$ cat config.mk
export PLATFORM = sky130hd
export DESIGN_NAME = dcf77_frame_decoder_top
export DESIGN_NICKNAME = d
export VERILOG_FILES = /design/src/hdl/dcf_pkg.sv /design/src/hdl/dcf_decode.sv /design/src/hdl/dcf_calendar.sv /design/src/hdl/dcf_stamp.sv /design/src/hdl/dcf77_frame_decoder_top.sv
export SDC_FILE = /design/constraint.sdc
export NUM_CORES = 2
export LEC_CHECK = 0
export ABC_AREA = 1
export BUFFER_PORTS_ARGS = -buffer_cell sky130_fd_sc_hd__buf_4
export CAP_MARGIN = 20
export CELL_PAD_IN_SITES_DETAIL_PLACEMENT = 1
export CELL_PAD_IN_SITES_GLOBAL_PLACEMENT = 1
export CORE_MARGIN = 1.5
export CORE_UTILIZATION = 30
export CTS_BUF_LIST = sky130_fd_sc_hd__clkbuf_4 sky130_fd_sc_hd__clkbuf_8
export CTS_CLUSTER_SIZE = 12
export DETAILED_ROUTE_END_ITERATION = 12
export PLACE_DENSITY = 0.64
export RECOVER_POWER = 100
export SYNTH_ARGS = -nofsm -noshare
export SYNTH_HDL_FRONTEND = slang
export SYNTH_SLANG_ARGS = --single-unit
$ cat constraint.sdc
create_clock -name clk -period 13.1 [get_ports clk]
set_clock_uncertainty 0.2 [all_clocks]
set_input_delay 1.965 -clock clk [delete_from_list [all_inputs] [get_ports clk]]
set_output_delay 1.965 -clock clk [all_outputs]
set_load 0.005 [all_outputs]
$ cat src/hdl/dcf_pkg.sv
`default_nettype none

package dcf_pkg;

    localparam int DCF_TRIES = 4;
    localparam int DCF_DN_W = 18;
    localparam int DCF_YR_W = 9;
    localparam int DCF_DOY_W = 9;
    localparam int DCF_TS_W = 34;
    localparam int DCF_PROD_W = 35;

    localparam logic [5:0] DCF_MIN_BITS = 6'd59;
    localparam logic [5:0] DCF_LEAP_BITS = 6'd60;
    localparam logic [6:0] DCF_PIVOT = 7'd5;
    localparam logic [DCF_YR_W-1:0] DCF_CENTURY = 9'd100;
    localparam logic [DCF_DN_W-1:0] DCF_DAY_2000_03_01 = 18'd11017;
    localparam logic [DCF_DN_W-1:0] DCF_DAYS_PER_YEAR = 18'd365;
    localparam logic [DCF_PROD_W-1:0] DCF_SECS_PER_DAY = 35'd86400;
    localparam logic [16:0] DCF_SECS_PER_HOUR = 17'd3600;
    localparam logic [16:0] DCF_SECS_PER_MIN = 17'd60;

    typedef struct packed {
        logic       ok;
        logic [5:0] minute;
        logic [4:0] hour;
        logic [1:0] offs;
    } dcf_time_t;

    typedef struct packed {
        dcf_time_t  tod;
        logic [5:0] day;
        logic [2:0] wday;
        logic [3:0] month;
        logic [6:0] yoc;
    } dcf_fields_t;

    typedef struct packed {
        dcf_time_t             tod;
        logic [DCF_DN_W-1:0]   dn;
    } dcf_date_t;

    // first day of month counted from march, (153 * mp + 2) / 5
    function automatic logic [DCF_DOY_W-1:0] dcf_month_start(input logic [3:0] mp);
        logic [DCF_DOY_W-1:0] r;
        case (mp)
            4'd0:    r = 9'd0;
            4'd1:    r = 9'd31;
            4'd2:    r = 9'd61;
            4'd3:    r = 9'd92;
            4'd4:    r = 9'd122;
            4'd5:    r = 9'd153;
            4'd6:    r = 9'd184;
            4'd7:    r = 9'd214;
            4'd8:    r = 9'd245;
            4'd9:    r = 9'd275;
            4'd10:   r = 9'd306;
            4'd11:   r = 9'd337;
            default: r = 9'd0;
        endcase
        return r;
    endfunction

    // residue mod 7 by folding octal digits (8 = 1 mod 7)
    function automatic logic [2:0] dcf_mod7(input logic [DCF_DN_W-1:0] x);
        logic [5:0] s1;
        logic [3:0] s2;
        s1 = 6'(x[2:0]) + 6'(x[5:3]) + 6'(x[8:6]) + 6'(x[11:9])
           + 6'(x[14:12]) + 6'(x[17:15]);
        s2 = 4'(s1[5:3]) + 4'(s1[2:0]);
        if (s2 >= 4'd7)
        begin
            s2 = s2 - 4'd7;
        end
        return s2[2:0];
    endfunction

endpackage

`default_nettype wire

$ cat src/hdl/dcf_decode.sv
`default_nettype none

module dcf_decode (
    input  wire logic                clk,
    input  wire logic                rst_n,
    input  wire logic                in_valid,
    output logic                     in_ready,
    input  wire logic [59:0]         frame_bits,
    input  wire logic [5:0]          bit_count,
    output logic                     out_valid,
    input  wire logic                out_ready,
    output dcf_pkg::dcf_fields_t     out_fields
);
    import dcf_pkg::*;

    logic        valid_reg;
    dcf_fields_t fields_reg;
    dcf_fields_t fields_next;
    logic        frame_ok;
    logic [5:0]  minute;
    logic [5:0]  hour;
    logic [5:0]  day;
    logic [4:0]  month;
    logic [7:0]  yoc;

    always_comb
    begin
        minute = 6'(frame_bits[24:21]) + 6'(frame_bits[27:25]) * 6'd10;
        hour   = 6'(frame_bits[32:29]) + 6'(frame_bits[34:33]) * 6'd10;
        day    = 6'(frame_bits[39:36]) + 6'(frame_bits[41:40]) * 6'd10;
        month  = 5'(frame_bits[48:45]) + (frame_bits[49] ? 5'd10 : 5'd0);
        yoc    = 8'(frame_bits[53:50]) + 8'(frame_bits[57:54]) * 8'd10;

        frame_ok = (bit_count == DCF_MIN_BITS || bit_count == DCF_LEAP_BITS)
                 && !(bit_count == DCF_LEAP_BITS && frame_bits[59])
                 && !frame_bits[0] && frame_bits[20]
                 && !(^frame_bits[28:21]) && !(^frame_bits[35:29])
                 && !(^frame_bits[58:36])
                 && frame_bits[24:21] < 4'd10 && frame_bits[27:25] < 3'd6
                 && frame_bits[32:29] < 4'd10 && hour < 6'd24
                 && frame_bits[39:36] < 4'd10 && day != 6'd0
                 && frame_bits[44:42] != 3'd0
                 && frame_bits[48:45] < 4'd10 && month != 5'd0 && month <= 5'd12
                 && frame_bits[53:50] < 4'd10 && frame_bits[57:54] < 4'd10;

        fields_next.tod.ok     = frame_ok;
        fields_next.tod.minute = minute;
        fields_next.tod.hour   = hour[4:0];
        fields_next.tod.offs   = {frame_bits[17], frame_bits[18]};
        fields_next.day        = day;
        fields_next.wday       = frame_bits[44:42];
        fields_next.month      = month[3:0];
        fields_next.yoc        = yoc[6:0];
    end

    assign in_ready   = !valid_reg || out_ready;
    assign out_valid  = valid_reg;
    assign out_fields = fields_reg;

    always_ff @(posedge clk or negedge rst_n)
    begin
        if (!rst_n)
        begin
            valid_reg <= 1'b0;
        end
        else if (in_ready)
        begin
            valid_reg <= in_valid;
        end
    end

    always_ff @(posedge clk)
    begin
        if (in_valid && in_ready)
        begin
            fields_reg <= fields_next;
        end
    end

    a_range: assert property (@(posedge clk) disable iff (!rst_n)
        valid_reg && fields_reg.tod.ok |->
            fields_reg.tod.minute < 6'd60 && fields_reg.tod.hour < 5'd24
            && fields_reg.month != 4'd0 && fields_reg.month <= 4'd12
            && fields_reg.yoc < 7'd100)
        else $error("decoded field out of range");

endmodule

`default_nettype wire

$ cat src/hdl/dcf_calendar.sv
`default_nettype none

module dcf_calendar (
    input  wire logic                clk,
    input  wire logic                rst_n,
    input  wire logic                in_valid,
    output logic                     in_ready,
    input  wire dcf_pkg::dcf_fields_t in_fields,
    output logic                     out_valid,
    input  wire logic                out_ready,
    output dcf_pkg::dcf_date_t       out_date
);
    import dcf_pkg::*;

    // stage a: years of each century try and day of year
    logic                 a_valid_reg;
    logic                 a_ready;
    dcf_time_t            a_tod_reg;
    logic [2:0]           a_wday_reg;
    logic [DCF_DOY_W-1:0] a_doy_reg;
    logic [DCF_YR_W-1:0]  a_yr_reg [DCF_TRIES];
    logic [DCF_DOY_W-1:0] a_doy_next;
    logic [DCF_YR_W-1:0]  a_yr_next [DCF_TRIES];
    logic [DCF_YR_W-1:0]  base_yr;
    logic [3:0]           mp;

    // stage b: day number of each try
    logic                 b_valid_reg;
    logic                 b_ready;
    dcf_time_t            b_tod_reg;
    logic [2:0]           b_wday_reg;
    logic [DCF_DN_W-1:0]  b_dn_reg [DCF_TRIES];
    logic [DCF_DN_W-1:0]  b_dn_next [DCF_TRIES];

    // stage c: first try whose weekday matches
    logic                 c_valid_reg;
    logic                 c_ready;
    dcf_date_t            c_date_reg;
    dcf_date_t            c_date_next;

    always_comb
    begin
        if (in_fields.yoc < DCF_PIVOT)
        begin
            base_yr = 9'(in_fields.yoc) + DCF_CENTURY;
        end
        else
        begin
            base_yr = 9'(in_fields.yoc);
        end
        if (in_fields.month <= 4'd2)
        begin
            base_yr = base_yr - 9'd1;
            mp      = in_fields.month + 4'd9;
        end
        else
        begin
            mp      = in_fields.month - 4'd3;
        end
        a_doy_next = dcf_month_start(mp) + 9'(in_fields.day) - 9'd1;
        for (int k = 0; k < DCF_TRIES; k++)
        begin
            a_yr_next[k] = base_yr + 9'(k) * DCF_CENTURY;
        end
    end

    always_comb
    begin
        logic [DCF_DN_W-1:0] y;
        logic [DCF_DN_W-1:0] c100;
        for (int k = 0; k < DCF_TRIES; k++)
        begin
            y = 18'(a_yr_reg[k]);
            if (y >= 18'd400)
            begin
                c100 = 18'd4;
            end
            else if (y >= 18'd300)
            begin
                c100 = 18'd3;
            end
            else if (y >= 18'd200)
            begin
                c100 = 18'd2;
            end
            else if (y >= 18'd100)
            begin
                c100 = 18'd1;
            end
            else
            begin
                c100 = 18'd0;
            end
            b_dn_next[k] = y * DCF_DAYS_PER_YEAR + (y >> 2) - c100
                         + ((y >= 18'd400) ? 18'd1 : 18'd0)
                         + 18'(a_doy_reg) + DCF_DAY_2000_03_01;
        end
    end

    always_comb
    begin
        logic hit;
        hit = 1'b0;
        c_date_next.tod = b_tod_reg;
        c_date_next.dn  = b_dn_reg[0];
        for (int k = DCF_TRIES - 1; k >= 0; k--)
        begin
            if (dcf_mod7(b_dn_reg[k] + 18'd3) == b_wday_reg - 3'd1)
            begin
                hit            = 1'b1;
                c_date_next.dn = b_dn_reg[k];
            end
        end
        c_date_next.tod.ok = b_tod_reg.ok && hit;
    end

    assign c_ready   = !c_valid_reg || out_ready;
    assign b_ready   = !b_valid_reg || c_ready;
    assign a_ready   = !a_valid_reg || b_ready;
    assign in_ready  = a_ready;
    assign out_valid = c_valid_reg;
    assign out_date  = c_date_reg;

    always_ff @(posedge clk or negedge rst_n)
    begin
        if (!rst_n)
        begin
            a_valid_reg <= 1'b0;
            b_valid_reg <= 1'b0;
            c_valid_reg <= 1'b0;
        end
        else
        begin
            if (a_ready)
            begin
                a_valid_reg <= in_valid;
            end
            if (b_ready)
            begin
                b_valid_reg <= a_valid_reg;
            end
            if (c_ready)
            begin
                c_valid_reg <= b_valid_reg;
            end
        end
    end

    always_ff @(posedge clk)
    begin
        if (in_valid && a_ready)
        begin
            a_tod_reg  <= in_fields.tod;
            a_wday_reg <= in_fields.wday;
            a_doy_reg  <= a_doy_next;
            a_yr_reg   <= a_yr_next;
        end
        if (a_valid_reg && b_ready)
        begin
            b_tod_reg  <= a_tod_reg;
            b_wday_reg <= a_wday_reg;
            b_dn_reg   <= b_dn_next;
        end
        if (b_valid_reg && c_ready)
        begin
            c_date_reg <= c_date_next;
        end
    end

    a_min_day: assert property (@(posedge clk) disable iff (!rst_n)
        c_valid_reg && c_date_reg.tod.ok |-> c_date_reg.dn >= 18'd12784)
        else $error("accepted date before 2005");

    a_century_step: assert property (@(posedge clk) disable iff (!rst_n)
        a_valid_reg |-> a_yr_reg[1] == a_yr_reg[0] + DCF_CENTURY)
        else $error("century tries not spaced by one century");

endmodule

`default_nettype wire

$ cat src/hdl/dcf_stamp.sv
`default_nettype none

module dcf_stamp (
    input  wire logic                 clk,
    input  wire logic                 rst_n,
    input  wire logic                 in_valid,
    output logic                      in_ready,
    input  wire dcf_pkg::dcf_date_t   in_date,
    output logic                      out_valid,
    input  wire logic                 out_ready,
    output logic                      frame_valid,
    output logic [dcf_pkg::DCF_TS_W-1:0] utc_seconds
);
    import dcf_pkg::*;

    logic                  p_valid_reg;
    logic                  p_ready;
    logic                  p_ok_reg;
    logic [DCF_PROD_W-1:0] p_prod_reg;
    logic [16:0]           p_tod_reg;
    logic [16:0]           p_offs_reg;
    logic                  o_valid_reg;
    logic                  o_ok_reg;
    logic [DCF_TS_W-1:0]   o_ts_reg;
    logic [DCF_PROD_W-1:0] ts_sum;

    assign ts_sum = p_prod_reg + 35'(p_tod_reg) - 35'(p_offs_reg);

    assign p_ready     = !o_valid_reg || out_ready;
    assign in_ready    = !p_valid_reg || p_ready;
    assign out_valid   = o_valid_reg;
    assign frame_valid = o_ok_reg;
    assign utc_seconds = o_ts_reg;

    always_ff @(posedge clk or negedge rst_n)
    begin
        if (!rst_n)
        begin
            p_valid_reg <= 1'b0;
            o_valid_reg <= 1'b0;
        end
        else
        begin
            if (in_ready)
            begin
                p_valid_reg <= in_valid;
            end
            if (p_ready)
            begin
                o_valid_reg <= p_valid_reg;
            end
        end
    end

    always_ff @(posedge clk)
    begin
        if (in_valid && in_ready)
        begin
            p_ok_reg   <= in_date.tod.ok;
            p_prod_reg <= 35'(in_date.dn) * DCF_SECS_PER_DAY;
            p_tod_reg  <= 17'(in_date.tod.hour) * DCF_SECS_PER_HOUR
                        + 17'(in_date.tod.minute) * DCF_SECS_PER_MIN;
            p_offs_reg <= 17'(in_date.tod.offs) * DCF_SECS_PER_HOUR;
        end
        if (p_valid_reg && p_ready)
        begin
            o_ok_reg <= p_ok_reg;
            o_ts_reg <= p_ok_reg ? ts_sum[DCF_TS_W-1:0] : '0;
        end
    end

endmodule

`default_nettype wire

$ cat src/hdl/dcf77_frame_decoder_top.sv
// dcf77 minute frame decoder
// input stream: one transaction per received minute frame, s_axis_tdata holds
//   the 60 frame bits (bit i = second i) and the 6-bit count of seconds seen
// output stream: one transaction per input transaction, in order;
//   m_axis_tuser is 1 when the frame passed every check, m_axis_tdata holds
//   the utc unix seconds of the decoded minute, zero for a rejected frame
// checks: count, leap slot, start and time markers, parity, bcd digits,
//   field ranges and weekday match over up to four centuries from 2005
// pipeline: six register stages, one each for field decode, century years,
//   day numbers, weekday select, the day-to-seconds multiply and the final
//   sum
// throughput: one frame per cycle unless stalled; every stage has its own valid bit
// stall: a stage holds while the one after it is full and stalled, so the
//   pipeline keeps taking frames until all six stages are occupied, and
//   s_axis_tready falls only then
// reset: all stage valid bits clear, nothing is pending, s_axis_tready is high
`default_nettype none

module dcf77_frame_decoder_top (
    input  wire logic        clk,
    input  wire logic        rst_n,
    input  wire logic        s_axis_tvalid,
    output logic             s_axis_tready,
    input  wire logic [71:0] s_axis_tdata,   // frame_bits[59:0], bit_count[65:60], zero pad
    output logic             m_axis_tvalid,
    input  wire logic        m_axis_tready,
    output logic [39:0]      m_axis_tdata,   // utc_seconds[33:0], zero pad
    output logic [0:0]       m_axis_tuser    // frame_valid
);
    import dcf_pkg::*;

    logic                dec_valid;
    logic                dec_ready;
    dcf_fields_t         dec_fields;
    logic                cal_valid;
    logic                cal_ready;
    dcf_date_t           cal_date;
    logic                frame_valid;
    logic [DCF_TS_W-1:0] utc_seconds;

    dcf_decode u_decode (
        .clk        (clk),
        .rst_n      (rst_n),
        .in_valid   (s_axis_tvalid),
        .in_ready   (s_axis_tready),
        .frame_bits (s_axis_tdata[59:0]),
        .bit_count  (s_axis_tdata[65:60]),
        .out_valid  (dec_valid),
        .out_ready  (dec_ready),
        .out_fields (dec_fields)
    );

    dcf_calendar u_calendar (
        .clk       (clk),
        .rst_n     (rst_n),
        .in_valid  (dec_valid),
        .in_ready  (dec_ready),
        .in_fields (dec_fields),
        .out_valid (cal_valid),
        .out_ready (cal_ready),
        .out_date  (cal_date)
    );

    dcf_stamp u_stamp (
        .clk         (clk),
        .rst_n       (rst_n),
        .in_valid    (cal_valid),
        .in_ready    (cal_ready),
        .in_date     (cal_date),
        .out_valid   (m_axis_tvalid),
        .out_ready   (m_axis_tready),
        .frame_valid (frame_valid),
        .utc_seconds (utc_seconds)
    );

    assign m_axis_tdata = {6'd0, utc_seconds};
    assign m_axis_tuser = frame_valid;

    a_zero_invalid: assert property (@(posedge clk) disable iff (!rst_n)
        m_axis_tvalid && !m_axis_tuser[0] |-> m_axis_tdata == 40'd0)
        else $error("rejected frame with nonzero timestamp");

    a_full_stall: assert property (@(posedge clk) disable iff (!rst_n)
        !s_axis_tready |-> m_axis_tvalid && !m_axis_tready)
        else $error("input blocked while output side is free");

endmodule

`default_nettype wire
# Yosys cells after proc, flatten, opt, wreduce, memory -nomap -nowiden
# Memories as Yosys holds them, arrays and structs flattened.
# Cells that the tools add are included.
[totals]
regBits = 313
mem_bits_ro = 144
inputBits = 76
wordCells = 250
mem_count = 1
[mem_list]
columns = ["memory", "depth", "word_bits", "read_ports", "rd_clocked_by_memory_dff", "write_ports", "line_no", "text"]
rows = [
  ["(no name shown)", 16, 9, 1, 0, 0, "dcf_pkg.sv:45", "case (mp)"],
]
[op_classes]
add_sub_neg = 70
mul = 12
order_cmp = 31
eq_ne = 6
mux = 36
n_reduce_logical = 50
[ops]
columns = ["op", "n"]
rows = [
  ["two-way mux 18 bit", 16],
  ["adder 6 x 3 -> 6 bit", 16],
  ["adder 18 x 14 -> 18 bit (second input constant)", 4],
  ["adder 18 bit", 4],
  ["adder 18 x 2 -> 18 bit (second input constant)", 4],
  ["adder 18 x 7 -> 18 bit", 4],
  ["adder 18 x 9 -> 18 bit", 4],
  ["greater-or-equal comparator 9 bit (second input constant)", 8],
  ["multiplier 9 x 9 -> 18 bit (second input constant)", 4],
  ["subtractor 18 bit", 4],
  ["greater-or-equal comparator 9 x 7 -> 1 bit (second input constant)", 4],
  ["greater-or-equal comparator 9 x 8 -> 1 bit (second input constant)", 4],
  ["adder 34 x 17 -> 34 bit", 1],
  ["subtractor 34 x 14 -> 34 bit", 1],
  ["adder 3 x 3 -> 4 bit", 8],
  ["multiplier 18 x 10 -> 27 bit (second input constant)", 1],
  ["logical AND 1 bit", 26],
  ["less-than comparator 4 bit (second input constant)", 6],
  ["XOR reduction 23 bit", 1],
  ["adder 4 x 6 -> 6 bit", 3],
  ["two-way mux 9 bit", 2],
  ["subtractor 9 x 1 -> 9 bit (second input constant)", 2],
  ["adder 17 x 12 -> 17 bit", 1],
  ["greater-or-equal comparator 4 x 3 -> 1 bit (second input constant)", 4],
  ["34 further kinds", 73],
]

# Longest topological paths before layout
[logic_depth]
depth_word = 21
mapped_depth = 37
depth_no_buf = 37

# Hierarchy
# From an unflattened synthesis, not the netlist that was laid out.
[hier_totals]
hier_cells = 4119
hier_area_um2 = 36040.8
[modules_own_cells]
columns = ["mod", "instances", "cells_per_inst", "area_each_um2", "seq_area_each_um2"]
rows = [
  ["dcf_calendar", 1, 2467, 23050.9, 5330.1],
  ["dcf_stamp", 1, 1338, 10328.7, 2512.4],
  ["dcf_decode", 1, 307, 2612.5, 1046.0],
  ["dcf77_frame_decoder_top", 1, 7, 48.8, 0.0],
]

# Worst setup path before layout
# OpenSTA, ideal clock, no wires.
[synth_timing]
path_kind = "input to register"
from = "in m_axis_tready"
to = "reg u_calendar.b_dn_reg[0] (netlist bit) (enable)"
setup_ps = 539
t_arrival_ps = 6061
required_time_ps = 12361
setup_slack_ps = 6299
path_stages = 8
path_cell_list = "nor2_1 -> inv_1 -> nor2_1 -> inv_1 -> nor2_1 -> inv_1 -> nor2_1 -> nor2_1"
[synth_between]
elab_chain_len = 5
[synth_lines]
columns = ["element", "line_no", "text"]
rows = [
  ["start: declaration", "dcf77_frame_decoder_top.sv:26", "input wire logic m_axis_tready,"],
  ["logical OR 1 bit", "dcf_stamp.sv:29", "assign p_ready = !o_valid_reg || out_ready;"],
  ["logical OR 1 bit", "dcf_stamp.sv:30", "assign in_ready = !p_valid_reg || p_ready;"],
  ["logical OR 1 bit", "dcf_calendar.sv:117", "assign c_ready = !c_valid_reg || out_ready;"],
  ["logical OR 1 bit", "dcf_calendar.sv:118", "assign b_ready = !b_valid_reg || c_ready;"],
  ["logical AND 1 bit", "dcf_calendar.sv:158", "if (a_valid_reg && b_ready)"],
  ["end signal: assignment", "dcf_calendar.sv:162", "b_dn_reg <= b_dn_next;"],
  ["end: declaration", "dcf_calendar.sv:32", "logic [DCF_DN_W-1:0] b_dn_reg [DCF_TRIES];"],
]
# No other way between the ends.
# A chain may end at the register's enable or synchronous reset.

==> results_dict.tcl <==
set metrics [dict create \
    status "complete, but fails checks" \
    violations "capacitance limit, slew limit" \
    max_cap_violations 7 \
    rsz0062_at_grt "no" \
    fmax_ghz 0.132 \
    cts_buffers 57 \
    worst_slew_pin_slew_ps 3410 \
    grtUsageTotal_pct 15.4 \
    end_kind "flop" \
    synth_seq_cells 297 \
    fillCellCount 13700 \
    start_kind "flop" \
    synth_flop_cell "edfxtp_1" \
    ys_types 58 \
    cts_resized 0 \
    syn_to_final_growth_pct 9.98 \
    critPathRequiredTime_ps 13400 \
    seq_area_frac_synth_pct 25.1 \
    wire_per_inst_um 16.5 \
    netlist_area_um2 35300 \
    met2_usage_pct 26.6 \
    synth_warnings 0 \
    setup_viol 0 \
    whs_ps 186 \
    drt_iter0_drc 974 \
    num_rows 125 \
    cpPeakStageDelay_ps 910 \
    largest_register_ffs 72 \
    grt_most_used_layer "met2" \
    relSlewSlack_pct -128 \
    antenna_found_initial 9 \
    clock_sinks 297 \
    root_buffer "clkbuf_8" \
    cts_hold_buf 0 \
    cts_tree "built" \
    avgSynthCellArea_um2 9.08 \
    cts.htree.levels 2 \
    numPortBuffers 87 \
    io_pins 119 \
    dr.pass1.iters 5 \
    hold_viol_final 0 \
    slowest_stage "nand3_1" \
    grt_max_degree 68 \
    drc 0 \
    dp_cells 5495 \
    fp.dieW_um 346 \
    criticalPathCategory "flop to flop" \
    synth-edff-count 291 \
    overflow 0 \
    die-area_um2 120000 \
    final.setup.tns_ps 0 \
    post-cts-setup-buffer-count 0 \
    use_met3_pct 2.19 \
    post-route-period-util_pct 57.8 \
    grt_use_met1_pct 19.6 \
    nNetsFinal 4999 \
    grt_pass1_wl_um 148000 \
    path_clk_slew_ps 60 \
    place_hpwl_um 79600 \
    layout-drive-gt1-share_pct 5.20 \
    wl_um 92200 \
    grt_pass1_vias 27600 \
    crit_arrival_ps 7870 \
    final_cells 5600 \
    vias 25500 \
    start_util_pct 30.3 \
    gp_congestion 0.887 \
    die_y_um 346 \
    netlist_instances 3891 \
    detail-route-antenna-nets 0 \
    hp-class "flop to flop" \
    synth-async-reset-ratio_pct 2.02 \
    clk_latency_ps 770 \
    path_max_fanout 37 \
    viasPerCell 4.55 \
    core_um2 117000 \
    fin_crit_ps 7570 \
    clock_path_buffers 3 \
    slew_violations 299 \
]
-- layer usage --
| layer | share of wire (%) | vias to the layer above |
|---|---|---|
| met5 | 0.027 | - |
| met4 | 3.5 | 4 |
| met3 | 3.2 | 145 |
| met2 | 47 | 311 |
| met1 | 46 | 12300 |
| li1 | - | 12700 |
-- critical path: cells and delay by family, from the launching register on --
family,cells,cell delay (ps)
fa+ha+maj,10,3730
buf+inv,5,350
compound gates,1,120
xor+xnor,2,300
flops,1,340
simple gates,11,2330
-- cell usage in the layout, fill, tap and decap left out, drive strengths merged, types with 7 or more instances in the layout --
master	instances
nand4	57
nor2	231
o31ai	7
a21o	20
xor2	174
o21ai	128
o21a	9
inv	909
conb	12
a21boi	9
a21oi	239
o21bai	10
clkbuf	137
fa	294
edfxtp	291
buf	36
a31oi	19
nand3	160
nor3	35
or2	12
xnor2	97
clkinv	22
nand2	518
ha	598
-- Yosys cell counts (9+ instances only) --
| cell | n | area (um^2) |
|---|---|---|
| edfxtp_1 | 291 | 8740 |
| buf_4 | 11 | 82.6 |
| or2_2 | 11 | 68.8 |
| a21boi_0 | 9 | 67.6 |
| o21bai_1 | 10 | 75.1 |
| xnor2_1 | 97 | 850 |
| a21oi_1 | 237 | 1190 |
| fa_1 | 294 | 5890 |
| nand4_1 | 57 | 357 |
| nor3_1 | 31 | 155 |
| nor2_2 | 9 | 56.3 |
| o21a_1 | 9 | 67.6 |
| inv_2 | 12 | 45.0 |
| a31oi_1 | 19 | 119 |
| a21o_1 | 20 | 150 |
| ha_1 | 598 | 7480 |
| xor2_1 | 169 | 1480 |
| o21ai_0 | 119 | 596 |
| nand3_1 | 150 | 751 |
| nand2_1 | 511 | 1920 |
| nor2_1 | 219 | 822 |
| nand3_2 | 9 | 90.1 |
| inv_1 | 895 | 3360 |
-- worst paths after layout --
path	cells after the start	slack (ps)	endpoint	startpoint
setup / recovery	29	5530	u_calendar.out_date[12]$_DFFE_PP_	u_calendar.b_dn_reg[18]$_DFFE_PP_
hold / removal	0	190	u_calendar.b_tod_reg[13]$_DFFE_PP_	u_calendar.a_tod_reg[13]$_DFFE_PP_
setup reg to reg	29	5530	u_calendar.out_date[12]$_DFFE_PP_	u_calendar.b_dn_reg[18]$_DFFE_PP_
hold reg to reg	0	190	u_calendar.b_tod_reg[13]$_DFFE_PP_	u_calendar.a_tod_reg[13]$_DFFE_PP_
max in group asynchronous	1	11520	u_stamp.p_valid_reg$_DFFE_PN0P_	rst_n
min in group asynchronous	1	920	u_decode.out_valid$_DFFE_PN0N_	rst_n
-- through the flow --
stage | utilization (%) | setup WS, ps | area, um^2
2_1_floorplan | - | 6300 | 35400
3_3_place_gp | 32.5 | 5980 | 37900
3_5_place_dp | 32.5 | 5890 | 37900
4_1_cts | 33.5 | 5970 | 39000
5_1_grt | 33.4 | 4910 | 38900
6_report | 33.4 | 5530 | 38900
-- kinds of logic after synthesis --
kind of cell / Yosys count / share of synthesized area, %
AOI/OAI and AO/OA: 464 / 7.29
xor gates and xnor gates: 271 / 6.89
adders and majority gates: 892 / 37.8
buffers and inverters: 937 / 10.2
DFF: 297 / 25.1
other: 2 / 0.0212
and+or+nand+nor: 1028 / 12.7
-- area by class of cell --
type / count / area [um^2] / share of cell area [%]
Multi-Input combinational cell: 2667 / 22900 / 58.8
Tap cell: 1524 / 1910 / 4.91
Inverter: 908 / 3410 / 8.77
Timing Repair Buffer: 100 / 616 / 1.58
Clock inverter: 30 / 279 / 0.718
Antenna cell: 1 / 2.50 / 0.00644
Clock buffer: 73 / 905 / 2.33
Sequential cell: 297 / 8890 / 22.9
Power is not shown: default switching activity piles up to over one toggle a cycle in this logic, so the estimate is an artifact.
